File: src/hw/rtl/gwm_pkg.sv
// ----------------------------------------------------------------------------
// gwm_pkg
// Shared types, constants and helpers of the wildcard matcher.
// ----------------------------------------------------------------------------
package gwm_pkg;

  localparam int PATTERN_MAX_DEF = 32;
  localparam int CHAR_W          = 8;
  localparam int WORD_W          = 64;
  localparam int NUM_WORDS       = 4;
  localparam int BYTES_PER_WORD  = WORD_W / CHAR_W;
  localparam int LEN_W           = 6;
  localparam int CFG_IDX_W       = 3;

  localparam logic [CHAR_W-1:0] STAR_BYTE  = 8'h2A;
  localparam logic [CHAR_W-1:0] QMARK_BYTE = 8'h3F;
  localparam logic [CHAR_W-1:0] UPPER_A    = 8'h41;
  localparam logic [CHAR_W-1:0] UPPER_Z    = 8'h5A;
  localparam logic [CHAR_W-1:0] CASE_DELTA = 8'h20;

  // register indexes
  localparam logic [CFG_IDX_W-1:0] REG_PATTERN_WORD_0 = 3'd0;
  localparam logic [CFG_IDX_W-1:0] REG_PATTERN_WORD_1 = 3'd1;
  localparam logic [CFG_IDX_W-1:0] REG_PATTERN_WORD_2 = 3'd2;
  localparam logic [CFG_IDX_W-1:0] REG_PATTERN_WORD_3 = 3'd3;
  localparam logic [CFG_IDX_W-1:0] REG_PATTERN_LENGTH = 3'd4;
  localparam logic [CFG_IDX_W-1:0] REG_CASE_FOLD      = 3'd5;

  typedef logic [CHAR_W-1:0] char_t;
  typedef logic [WORD_W-1:0] word_t;

  // ASCII A-Z to lower case when enabled
  function automatic char_t fold_char(char_t c, logic en);
    char_t r;
    r = c;
    if (en && c >= UPPER_A && c <= UPPER_Z) begin
      r = c + CASE_DELTA;
    end
    return r;
  endfunction

endpackage

File: src/hw/rtl/gwm_if.sv
// ----------------------------------------------------------------------------
// gwm_if
// Channel interfaces: subject input, match result, configuration writes.
// ----------------------------------------------------------------------------
interface gwm_in_if;
  import gwm_pkg::*;
  logic  valid;
  logic  ready;
  char_t subject_char;
  logic  last_char;
  logic  empty_subject;

  modport source (output valid, subject_char, last_char, empty_subject, input ready);
  modport sink   (input valid, subject_char, last_char, empty_subject, output ready);
endinterface

interface gwm_out_if;
  logic valid;
  logic ready;
  logic matched;

  modport source (output valid, matched, input ready);
  modport sink   (input valid, matched, output ready);
endinterface

interface gwm_cfg_if;
  import gwm_pkg::*;
  logic                 valid;
  logic                 ready;
  logic [CFG_IDX_W-1:0] index;
  word_t                data;

  modport source (output valid, index, data, input ready);
  modport sink   (input valid, index, data, output ready);
endinterface

File: src/hw/rtl/gwm_closure.sv
// ----------------------------------------------------------------------------
// gwm_closure
// Star closure of a live-position vector: a live position on a '*' makes the
// next position live, transitively. Parallel-prefix network, log2(W) levels.
// ----------------------------------------------------------------------------
module gwm_closure #(
  parameter int W = 33
) (
  input  logic [W-1:0] live,
  input  logic [W-1:0] pass,   // pass[j]: position j-1 is a '*' in use
  output logic [W-1:0] closed
);
  localparam int LEVELS = $clog2(W);

  logic [W-1:0] g_lvl [0:LEVELS];
  logic [W-1:0] p_lvl [0:LEVELS];

  assign g_lvl[0] = live;
  assign p_lvl[0] = pass;

  for (genvar k = 0; k < LEVELS; k++) begin : g_level
    localparam int D = 1 << k;
    for (genvar j = 0; j < W; j++) begin : g_bit
      if (j >= D) begin : g_comb
        assign g_lvl[k+1][j] = g_lvl[k][j] | (p_lvl[k][j] & g_lvl[k][j-D]);
        assign p_lvl[k+1][j] = p_lvl[k][j] & p_lvl[k][j-D];
      end else begin : g_keep
        assign g_lvl[k+1][j] = g_lvl[k][j];
        assign p_lvl[k+1][j] = p_lvl[k][j];
      end
    end
  end

  assign closed = g_lvl[LEVELS];

endmodule

File: src/hw/rtl/glob_wildcard_matcher_unit.sv
// ----------------------------------------------------------------------------
// glob_wildcard_matcher_unit
// Wildcard ('*', '?') matcher over a streamed subject, pattern in registers.
// ----------------------------------------------------------------------------
// Takes one subject byte per cycle; a closing byte waits in the input register while an
// earlier result has not been taken. An accepted transaction sits in an input register;
// once it fires, the live pattern-position vector is closed over '*', stepped by the byte
// and closed again in one pass, which sets the one-cycle rate. A transaction with
// last_char or empty_subject set loads the result register when it fires, so matched is
// registered behind the input register. The output register lets a new byte enter while
// a result waits to be taken. Configuration writes are accepted every cycle and should
// only be made while idle.
// ----------------------------------------------------------------------------
module glob_wildcard_matcher_unit #(
  parameter int PATTERN_MAX = gwm_pkg::PATTERN_MAX_DEF
) (
  input logic       clk,
  input logic       rst,
  gwm_in_if.sink    subject,
  gwm_out_if.source result,
  gwm_cfg_if.sink   cfg
);
  import gwm_pkg::*;

  localparam int PW    = PATTERN_MAX + 1;
  localparam int IDX_W = $clog2(PW);
  localparam logic [LEN_W-1:0] LEN_CAP = LEN_W'(PATTERN_MAX);

  // configuration
  word_t             pattern_words [0:NUM_WORDS-1];
  logic [LEN_W-1:0]  pattern_length;
  logic              case_fold;

  assign cfg.ready = 1'b1;

  always_ff @(posedge clk) begin
    if (rst) begin
      for (int w = 0; w < NUM_WORDS; w++) begin
        pattern_words[w] <= '0;
      end
      pattern_length <= '0;
      case_fold      <= 1'b1;
    end else if (cfg.valid && cfg.ready) begin
      case (cfg.index)
        REG_PATTERN_WORD_0: pattern_words[0] <= cfg.data;
        REG_PATTERN_WORD_1: pattern_words[1] <= cfg.data;
        REG_PATTERN_WORD_2: pattern_words[2] <= cfg.data;
        REG_PATTERN_WORD_3: pattern_words[3] <= cfg.data;
        REG_PATTERN_LENGTH: pattern_length   <= cfg.data[LEN_W-1:0];
        REG_CASE_FOLD:      case_fold        <= cfg.data[0];
        default: ;
      endcase
    end
  end

  // input register
  logic  in_valid;
  char_t in_char;
  logic  in_last;
  logic  in_empty;
  logic  fire;

  assign subject.ready = !in_valid || fire;

  always_ff @(posedge clk) begin
    if (rst) begin
      in_valid <= 1'b0;
    end else if (subject.ready) begin
      in_valid <= subject.valid;
    end
  end

  always_ff @(posedge clk) begin
    if (subject.valid && subject.ready) begin
      in_char  <= subject.subject_char;
      in_last  <= subject.last_char;
      in_empty <= subject.empty_subject;
    end
  end

  // pattern decode
  char_t            pat_bytes [0:PATTERN_MAX-1];
  logic [LEN_W-1:0] len_eff;
  logic [IDX_W-1:0] len_idx;
  logic [PW-1:0]    live_mask;
  logic [PW-1:0]    pass;
  logic [PATTERN_MAX-1:0] star;
  logic [PATTERN_MAX-1:0] hit;
  char_t            char_folded;

  for (genvar g = 0; g < PATTERN_MAX; g++) begin : g_pat
    assign pat_bytes[g] =
      pattern_words[g / BYTES_PER_WORD][(g % BYTES_PER_WORD)*CHAR_W +: CHAR_W];
  end

  assign len_eff     = (pattern_length > LEN_CAP) ? LEN_CAP : pattern_length;
  assign len_idx     = len_eff[IDX_W-1:0];
  assign char_folded = fold_char(in_char, case_fold);

  always_comb begin
    live_mask = '0;
    pass      = '0;
    star      = '0;
    hit       = '0;
    for (int j = 0; j < PW; j++) begin
      live_mask[j] = (LEN_W'(j) <= len_eff);
    end
    for (int i = 0; i < PATTERN_MAX; i++) begin
      star[i] = (LEN_W'(i) < len_eff) && (pat_bytes[i] == STAR_BYTE);
      hit[i]  = (LEN_W'(i) < len_eff) && (pat_bytes[i] != STAR_BYTE) &&
                ((pat_bytes[i] == QMARK_BYTE) ||
                 (fold_char(pat_bytes[i], case_fold) == char_folded));
      pass[i+1] = star[i];
    end
  end

  // live-position update
  logic [PW-1:0] active_positions;
  logic [PW-1:0] active_positions_next;
  logic [PW-1:0] cur_seed;
  logic [PW-1:0] cur_pre;
  logic [PW-1:0] cur_closed;
  logic [PW-1:0] nxt_raw;
  logic [PW-1:0] nxt_pre;
  logic [PW-1:0] nxt_closed;
  logic          gives_result;
  logic          match_bit;

  // an empty subject starts over from position zero
  assign cur_seed = in_empty ? PW'(1) : (active_positions & live_mask);

  gwm_closure #(.W(PW)) u_cur_closure (
    .live   (cur_seed),
    .pass   (pass),
    .closed (cur_pre)
  );

  assign cur_closed = cur_pre & live_mask;

  always_comb begin
    nxt_raw = '0;
    for (int i = 0; i < PATTERN_MAX; i++) begin
      nxt_raw[i]   = nxt_raw[i] | (cur_closed[i] & star[i]);
      nxt_raw[i+1] = cur_closed[i] & hit[i];
    end
  end

  gwm_closure #(.W(PW)) u_nxt_closure (
    .live   (nxt_raw),
    .pass   (pass),
    .closed (nxt_pre)
  );

  assign nxt_closed   = nxt_pre & live_mask;
  assign gives_result = in_empty || in_last;
  assign match_bit    = in_empty ? cur_closed[len_idx] : nxt_closed[len_idx];

  assign fire = in_valid && (!gives_result || !result.valid || result.ready);
  assign active_positions_next = gives_result ? PW'(1) : nxt_closed;

  always_ff @(posedge clk) begin
    if (rst) begin
      active_positions <= PW'(1);
    end else if (fire) begin
      active_positions <= active_positions_next;
    end
  end

  // result register
  always_ff @(posedge clk) begin
    if (rst) begin
      result.valid <= 1'b0;
    end else if (fire && gives_result) begin
      result.valid <= 1'b1;
    end else if (result.ready) begin
      result.valid <= 1'b0;
    end
  end

  always_ff @(posedge clk) begin
    if (fire && gives_result) begin
      result.matched <= match_bit;
    end
  end

  // checks
  a_restart_after_result: assert property (@(posedge clk) disable iff (rst)
    fire && gives_result |=> active_positions == PW'(1))
    else $error("live positions not restarted after a result");

  a_no_result_overwrite: assert property (@(posedge clk) disable iff (rst)
    fire && gives_result |-> !result.valid || result.ready)
    else $error("pending result overwritten");

  a_stalled_item_kept: assert property (@(posedge clk) disable iff (rst)
    in_valid && !fire |=> in_valid && $stable(in_char) && $stable(in_last)
                          && $stable(in_empty))
    else $error("stalled input transaction lost");

endmodule
File: src/flat_wrapper.sv
// flat-port wrapper written by rule: the top's interface ports become plain ports
module glob_wildcard_matcher_unit_flat import gwm_pkg::*;
#(
  parameter int PATTERN_MAX = gwm_pkg::PATTERN_MAX_DEF
)
  (clk, rst, subject_valid, subject_subject_char, subject_last_char, subject_empty_subject, subject_ready, result_valid, result_matched, result_ready, cfg_valid, cfg_index, cfg_data, cfg_ready);
  gwm_in_if subject_i ();
  gwm_out_if result_i ();
  gwm_cfg_if cfg_i ();
  input logic clk;
  input logic rst;
  input wire logic [$bits(subject_i.valid)-1:0] subject_valid;
  input wire logic [$bits(subject_i.subject_char)-1:0] subject_subject_char;
  input wire logic [$bits(subject_i.last_char)-1:0] subject_last_char;
  input wire logic [$bits(subject_i.empty_subject)-1:0] subject_empty_subject;
  output wire logic [$bits(subject_i.ready)-1:0] subject_ready;
  output wire logic [$bits(result_i.valid)-1:0] result_valid;
  output wire logic [$bits(result_i.matched)-1:0] result_matched;
  input wire logic [$bits(result_i.ready)-1:0] result_ready;
  input wire logic [$bits(cfg_i.valid)-1:0] cfg_valid;
  input wire logic [$bits(cfg_i.index)-1:0] cfg_index;
  input wire logic [$bits(cfg_i.data)-1:0] cfg_data;
  output wire logic [$bits(cfg_i.ready)-1:0] cfg_ready;
  assign subject_i.valid = subject_valid;
  assign subject_i.subject_char = subject_subject_char;
  assign subject_i.last_char = subject_last_char;
  assign subject_i.empty_subject = subject_empty_subject;
  assign subject_ready = subject_i.ready;
  assign result_valid = result_i.valid;
  assign result_matched = result_i.matched;
  assign result_i.ready = result_ready;
  assign cfg_i.valid = cfg_valid;
  assign cfg_i.index = cfg_index;
  assign cfg_i.data = cfg_data;
  assign cfg_ready = cfg_i.ready;
  glob_wildcard_matcher_unit #(.PATTERN_MAX(PATTERN_MAX)) u_core (.clk(clk), .rst(rst), .subject(subject_i), .result(result_i), .cfg(cfg_i));
endmodule
File: config.mk
export PLATFORM = sky130hd
export DESIGN_NAME = glob_wildcard_matcher_unit_flat
export DESIGN_NICKNAME = d
export VERILOG_FILES = /design/src/hw/rtl/gwm_pkg.sv /design/src/hw/rtl/gwm_if.sv /design/src/hw/rtl/gwm_closure.sv /design/src/hw/rtl/glob_wildcard_matcher_unit.sv /design/src/flat_wrapper.sv
export SDC_FILE = /design/constraint.sdc
export NUM_CORES = 1
export LEC_CHECK = 0
export BUFFER_PORTS_ARGS = -buffer_cell sky130_fd_sc_hd__buf_2
export CAP_MARGIN = 30
export CORE_AREA = 2 2 243 245
export DETAILED_ROUTE_END_ITERATION = 10
export DIE_AREA = 0 0 245 247
export PLACE_DENSITY = 0.61
export SLEW_MARGIN = 25
export SYNTH_ARGS = -nofsm -noshare
export SYNTH_HDL_FRONTEND = slang
export SYNTH_SLANG_ARGS = --single-unit
File: constraint.sdc
create_clock -name clk -period 5.15 [get_ports clk]
set_clock_uncertainty 0.1 [all_clocks]
set_input_delay 0.2575 -clock clk [delete_from_list [all_inputs] [get_ports clk]]
set_output_delay 0.2575 -clock clk [all_outputs]
set_load 0.01 [all_outputs]
==> results of run 1 <==
==> layout make-up <==
class / count / area [sq um] / area share
well taps: 773 / 967 / 0.0325
diodes: 3 / 7.51 / 0.000252
multi-input cells: 2035 / 13700 / 0.459
flip-flops and latches: 308 / 8840 / 0.297
clock buffers: 48 / 967 / 0.0325
clock inverters: 18 / 201 / 0.00677
repair buffers: 627 / 4800 / 0.161
inverters: 80 / 305 / 0.0103
==> synth_stat cells, types with 57 or more instances <==
library cell	count	area, sq um
sky130_fd_sc_hd__xnor2_1	116	1020
sky130_fd_sc_hd__nand3_1	99	495
sky130_fd_sc_hd__nor2_1	188	706
sky130_fd_sc_hd__clkbuf_1	71	267
sky130_fd_sc_hd__inv_1	77	289
sky130_fd_sc_hd__xor2_1	140	1230
sky130_fd_sc_hd__edfxtp_1	267	8020
sky130_fd_sc_hd__nor3_1	124	621
sky130_fd_sc_hd__o21ai_0	57	285
sky130_fd_sc_hd__nand2_1	161	604
sky130_fd_sc_hd__and2_1	271	1700
sky130_fd_sc_hd__a21oi_1	143	716
==> power by group <==
group	internal, mW	leakage, nW	total, mW	switching (mW)
sequential	2.87	2.91	3.04	0.177
combinational	0.462	7.74	1.07	0.605
clock	1.49	0.567	2.62	1.13
total	4.82	11.2	6.73	1.91
==> flip-flops by register name (all words and copies together), names as in the netlist <==
register                 cells
u_core.pattern_words       256
u_core.active_positions     32
u_core.in_char               8
u_core.pattern_length        6
u_core.case_fold             1
u_core.in_empty              1
u_core.in_last               1
u_core.in_valid              1
u_core.result.matched        1
u_core.result.valid          1
==> how the worst min path moves through the flow <==
stage | to | slack (ps) | cells past startpoint
6_report | u_core.pattern_words[1][60] | 40 | 2
5_1_grt | u_core.pattern_words[1][62] | 20 | 2
4_1_cts | u_core.pattern_words[2][61] | 10 | 2
3_5_place_dp | u_core.in_char[5] | 340 | 1
3_3_place_gp | u_core.in_char[6] | 330 | 1
2_1_floorplan | u_core.in_char[0] | 260 | 0
==> what timing repair did <==
action                     4_1_cts  5_1_grt
pin swaps                       10       20
setup endpoints to repair        5        6
hold buffers                    75        0
setup buffers                    8        9
gates resized for setup         26       42
hold endpoints to repair       242        0
==> critical path, cell delays in order, from the launching register on <==
cell                        delay, ps
sky130_fd_sc_hd__edfxtp_1         380
sky130_fd_sc_hd__or4_1            530
sky130_fd_sc_hd__o21a_2           270
sky130_fd_sc_hd__a41o_2           320
sky130_fd_sc_hd__buf_12           160
sky130_fd_sc_hd__buf_4            170
sky130_fd_sc_hd__inv_6             80
sky130_fd_sc_hd__buf_4            180
sky130_fd_sc_hd__xnor2_1          130
sky130_fd_sc_hd__nand4_1          290
sky130_fd_sc_hd__a211oi_1         680
sky130_fd_sc_hd__a221oi_1         190
sky130_fd_sc_hd__a21oi_1          270
sky130_fd_sc_hd__buf_4            180
sky130_fd_sc_hd__a2111oi_1         50
sky130_fd_sc_hd__nor3b_1          380
sky130_fd_sc_hd__a21oi_1          140
sky130_fd_sc_hd__nor2b_1          150
sky130_fd_sc_hd__a311o_1          190
sky130_fd_sc_hd__nor2_4            70
sky130_fd_sc_hd__a21oi_1          140
==> placed cells by master (no fill, tap or decap), drive strengths merged, types with 24 or more instances in the layout <==
cell type	n
and2	272
nand2	161
xnor2	116
dlygate4sd3	75
nor4	31
nand4	53
dfxtp	41
nor3	125
nand3	99
clkbuf	49
edfxtp	267
or4	26
xor2	140
a41oi	24
o21ai	74
ha	33
or3	46
nor2	188
a21o	35
buf	551
a21oi	147
a31oi	50
inv	80
o31ai	27
==> layer usage <==
metal	routed length, microns	vias up
met2	45500	1027
met1	41000	11392
li1	-	10621
met5	0	-
met3	7320	233
met4	4850	0
==> cells by family after synthesis <==
logic type	share of synthesized area
compound gates	0.186
xor+xnor	0.0977
fa+ha+maj	0.0180
buf+inv	0.0373
flops	0.385
mux	0.00583
other cells	0.000163
simple gates	0.270
==> stage by stage <==
stage | area [sq um] | util | setup TNS [ps] | std cells
CTS | 29400 | 0.506 | 0 | 3879
finish | 29800 | 0.511 | -57.5 | 3892
global route | 29700 | 0.511 | -228 | 3889
global placement | 27300 | 0.469 | -809 | 3730
floorplan | 22900 | - | 0 | 2541
detailed placement | 27300 | 0.469 | -634 | 3730
==> results.md, run 1 <==
- I/O Buffers: 84
- Class of the tightest hold or removal check: input port to flip-flop
- Global-route met3 utilization: 0.0438
- Maximum ir drop on the vdd rail: 0.000301 V
- CTS tree: built
- Insertion delay to the later sink of the worst-skew pair: 580 ps
- Violations in the final reports: negative setup slack
- Total detailed-routing wirelength: 98.7 mm
- Top Ports: 86
- # fillers: 5357
- TritonRoute pass-1 iters: 7
- Site Rows: 89
- Count of cell types in the netlist: 112
- Data arrival at the endpoint of the critical path: 5520 ps
- Synth Instances: 2541
- Vias per inst: 5.98
- Post-Place Setup Slack: -371 ps
- Slack of the critical path: -57.5 ps
- M2 GR Usage: 0.525
- Cell Area, Synth: 22900 sq um
- Die ar.: 60500 sq um
- Type of origin of the critical path: flip-flop
- Vertical extent of the die: 247 microns
- Net count, final: 3204
- Post-route fraction of the period consumed by the critical path: 1.01
- Maximum number of pins on one net before global-route repair: 65
- Number of max-cap violations: 0
- Final hold slack: 35.5 ps
- Cell depth of the worst flop-to-flop path: 20
- WS Path Type: flip-flop to flip-flop
- Worst-path fanout max: 14
- Mean post-synth cell area: 9.03 sq um
- Mean routed wirelength per cell: 25.4 microns
- Reg2Reg Launch Point: u_core.in_char[0]
- Sequential element share of the synthesized area: 0.385
- Setup repair after global routing missed its margin: yes
- Horiz. Die Dim: 245 microns
- Post-synthesis net count: 2656
- Pin slew with the least headroom to its limit: 994 ps
- Clock-pin slew of the registers on the worst-case setup and hold paths: 60 ps
- Effective utilization at floorplan: 0.394
- Overall power: 6.73 mW
- DP HPWL: 75.3 mm
- Worst setup path endpoint: u_core.result.matched
- H-tree level count: 2
- Number of buffers between clock root and the deepest sink: 3
- Most Used Layer, Global Route: met2
- Root Buffer Master: sky130_fd_sc_hd__clkbuf_16
- DR iter-0 viols: 2239
- Worst Hold Launch: cfg_data[60]
- Cell Pwr Density: 226 nW/um^2
- Critical path startpoint: u_core.in_char[0]
- Tmin final: 5210 ps
- Number of enable flip-flop cells after synthesis: 267
- Final weighted congestion of routability-driven global placement: 1.07
- Outcome: complete, but fails checks
- Layout area overhead: 29.6%
- Vias in the first global route: 22353
- Critical Path RT: 5460 ps
- Met1 demand-to-capacity share in global routing: 0.420
- Reg2reg setup slack: -60 ps
- Pins over their slew limit: 0
- Total GRT Usage: 0.320
- Worst reg2reg endpoint: u_core.result.matched
- Share of synthesized registers carrying an async set or reset: 0
- Commonest register cell after synthesis: sky130_fd_sc_hd__edfxtp_1
- Post-route antenna net violation count: 0
- Max-slew headroom: 0.338
- Share of cells above drive strength 1: 0.229
- Inserted Clock Buffers: 37
- Core footprint: 58200 sq um
- Clock sink total: 308
- Warning count from the yosys run: 0
- Via count of the routed design: 23273
- Capturing element type of the critical path: flip-flop
- Total overflow reported by the global router: 0
- Final count of hold timing violations: 0
- Remaining routing DRC violations: 0
- Static Leak: 11.2 nW
- Number of endpoints failing setup at the final stage: 1
- Initial antenna violation count: 2
- Timing-limited maximum frequency: 192 MHz
- Number of flip-flops and latches in the synthesized netlist: 308
- Wire length of the first global-routing pass: 144 mm
No activity file was read; power rests on OpenSTA's default activity.
==> inputs of run 2 (changes only) <==
--- a/config.mk
+++ b/config.mk
@@ -7,10 +7,11 @@
 export LEC_CHECK = 0
 export BUFFER_PORTS_ARGS = -buffer_cell sky130_fd_sc_hd__buf_2
 export CAP_MARGIN = 30
-export CORE_AREA = 2 2 243 245
+export CORE_AREA = 2 2 256 258
 export DETAILED_ROUTE_END_ITERATION = 10
-export DIE_AREA = 0 0 245 247
-export PLACE_DENSITY = 0.61
+export DIE_AREA = 0 0 258 260
+export PLACE_DENSITY = 0.57
+export REMOVE_ABC_BUFFERS = 1
 export SLEW_MARGIN = 25
 export SYNTH_ARGS = -nofsm -noshare
 export SYNTH_HDL_FRONTEND = slang
==> run 2 against run 1 <==
  * The run now ends clean
  * Clock-buffer cell count fell by 1
  * Routed wire length rose by 7.7%
  * Combinational power rose by 8%
  * Non-clock buffer count rose by 107
  * First-iteration DRC count fell by 3.4%
  * Hold slack improved by 190 ps
  * Utilization fell by 2.4 points
  * Maximum frequency rose by 1.4%
  * Register-to-register slack improved by 70 ps
  * Die area rose by 11%
  * Power rose by 5.0%
  * Critical endpoint unchanged
==> results.md, run 2 (synthesized netlist as in run 1, its figures left out) <==
- Outcome: complete, no violations
- Capturing element type of the critical path: flip-flop
- Remaining routing DRC violations: 0
- Vias in the first global route: 23190
- Placed Instances: 3911
- H-tree level count: 2
- Slack of the critical path: 12.4 ps
- Cells traversed along the worst timing path: buf_4 > buf_4 > a311o_1 > buf_4 > a41oi_1 > nor3_1 > buf_4 > a21oi_1 > buf_4 > nand4b_1 > a21oi_2 > o31a_1 > o22ai_1 > buf_4 > buf_4 > a22oi_1 > a21boi_0 > a221oi_2 > nand4_1 > nor2_2 > a21oi_1
- Family of cells with the greatest summed delay on the critical path: compound AO/OA/AOI/OAI gates
- Tmin final: 5140 ps
- Antenna diode count: 0
- Wire length of the first global-routing pass: 154 mm
- Worst setup path endpoint: u_core.result.matched
- Top Ports: 86
- Register with the highest flop count: u_core.pattern_words
- Die ar.: 67100 sq um
- Number of cells on the critical path: 21
- Critical path startpoint: u_core.pattern_length[3]
- Leading registers by flop count: u_core.pattern_words: 256 flops, u_core.active_positions: 32 flops, u_core.in_char: 8 flops
- Initial antenna violation count: 1
- DR iter-0 viols: 2163
- Mean routed wirelength per cell: 26.0 microns
- Portion of total power attributed to sequential cells: 0.429
- Number of max-cap violations: 0
- Post-Place Setup Slack: -702 ps
- Switching part of the total power: 0.284
- Static Leak: 11.9 nW
- Number of flip-flops under the largest register name: 256
- Final non-filler cell area: 31200 sq um
- Via count of the routed design: 23771
- Total negative slack for setup checks: 0 ps
- Most frequent standard cell in the layout excluding fill and tap cells: sky130_fd_sc_hd__buf_4
- Timing-limited maximum frequency: 195 MHz
- Data arrival at the endpoint of the critical path: 5350 ps
- TritonRoute pass-1 iters: 6
- Inserted Clock Buffers: 40
- Maximum number of pins on one net before global-route repair: 65
- Horiz. Die Dim: 258 microns
- Post-route fraction of the period consumed by the critical path: 0.998
- Number of buffers between clock root and the deepest sink: 3
- Max-slew headroom: 0.348
- Share of cells above drive strength 1: 0.272
- Total overflow reported by the global router: 0
- Final instance count without filler cells: 4083
- Post-route antenna net violation count: 0
- Total detailed-routing wirelength: 106 mm
- Final weighted congestion of routability-driven global placement: 1.07
- Area after detailed placement: 28300 sq um
- Total GRT Usage: 0.312
- Class of the tightest hold or removal check: input port to flip-flop
- Effective utilization at floorplan: 0.358
- CP peak stage delay: 440 ps
- Worst reg2reg endpoint: u_core.result.matched
- Clock share of power: 0.407
- Pins over their slew limit: 0
- Setup repair after global routing missed its margin: yes
- Part of the power in combinational logic: 0.164
- Clock-pin slew of the registers on the worst-case setup and hold paths: 80 ps
- Net count, final: 3314
- Reg2Reg Launch Point: u_core.pattern_length[3]
- Core footprint: 64100 sq um
- Final count of hold timing violations: 0
- Worst-path fanout max: 11
- Layout area overhead: 36.0%
- DP HPWL: 82.2 mm
- Commonest cells after routing, fill and taps aside: 550 x sky130_fd_sc_hd__buf_4, 269 x sky130_fd_sc_hd__and2_1, 267 x sky130_fd_sc_hd__edfxtp_1
- CTS tree: built
- Critical Path RT: 5370 ps
- Number of endpoints failing setup at the final stage: 0
- Reg2reg setup slack: 10 ps
- # fillers: 6097
- Critical-path top delay cell: sky130_fd_sc_hd__a311o_1
- WS Path Type: flip-flop to flip-flop
- Root Buffer Master: sky130_fd_sc_hd__clkbuf_16
- Insertion delay to the later sink of the worst-skew pair: 590 ps
- Vias per inst: 5.82
- Cell Pwr Density: 226 nW/um^2
- Net switching power: 2.01 mW
- Maximum ir drop on the vdd rail: 0.000241 V
- Cell with the most instances on the worst path: sky130_fd_sc_hd__buf_4
- Crit path buf inv count: 7
- Site Rows: 93
- Cell depth of the worst flop-to-flop path: 21
- Internal Dissipation: 5.06 mW
- I/O Buffers: 84
- Pin slew with the least headroom to its limit: 974 ps
- Vertical extent of the die: 260 microns
- Worst Hold Launch: rst
- Type of origin of the critical path: flip-flop
- Clock sink total: 308
[run 2: cell count changes in the layout (fill, tap and decap cells not counted), sizes merged]
cell         previous run  this run
diode                   3         0
clkinvlp                1         2
buf                   551       656
bufinv                  3         4
inv                    80        84
dlygate4sd3            75        78
clkbuf                 49        47
[run 2: power groups by stage]
stage          Clock, mW  Sequential, mW  Combinational (mW)
3_3_place_gp           0            3.07                1.05
4_1_cts             2.92            3.03                1.14
3_5_place_dp           0            3.08                1.07
5_1_grt             3.01            3.05                1.24
6_report            2.88            3.03                1.16
2_1_floorplan          0            3.09               0.515
[run 2: worst min-delay path by stage]
stage / endpoint / depth (start not counted)
5_1_grt: u_core.pattern_words[3][1] / 4
3_5_place_dp: u_core.in_char[5] / 1
3_3_place_gp: u_core.in_char[7] / 1
2_1_floorplan: u_core.active_positions[22] / 1
6_report: u_core.pattern_length[0] / 3
4_1_cts: u_core.pattern_words[3][3] / 4
[run 2: metal layers]
layer	track usage	share of wire	wire length, microns
met1	0.411	0.43	45400
met2	0.502	0.45	48000
met3	0.0444	0.066	7050
met4	0.152	0.055	5850
met5	0	0	0
[run 2: stage by stage]
step	hold slack [ps]	total power, mW	util
2_1_floorplan	227	3.60	-
3_3_place_gp	337	4.11	0.440
3_5_place_dp	340	4.15	0.441
4_1_cts	208	7.09	0.482
5_1_grt	247	7.31	0.487
6_report	229	7.07	0.487
[run 2: what timing repair did]
action,CTS,global route
hold buffers,78,0
setup endpoints to repair,8,5
pin swaps,36,26
resized for setup,86,50
setup buffers,15,8
hold endpoints to repair,266,0
[run 2: layout make-up]
cell class | count | area [sq um] | share of cell area
multi-input cells | 2035 | 14000 | 0.448
flip-flops and latches | 308 | 8840 | 0.283
repair buffers | 734 | 5690 | 0.182
well taps | 855 | 1070 | 0.0343
clock buffers | 47 | 1060 | 0.0339
inverters | 80 | 305 | 0.00978
clock inverters | 24 | 251 | 0.00806
[run 2: worst min-delay path: cells and delay by family]
kind	cells	cell delay (ps)
buf+inv	2	440
simple gates	1	170
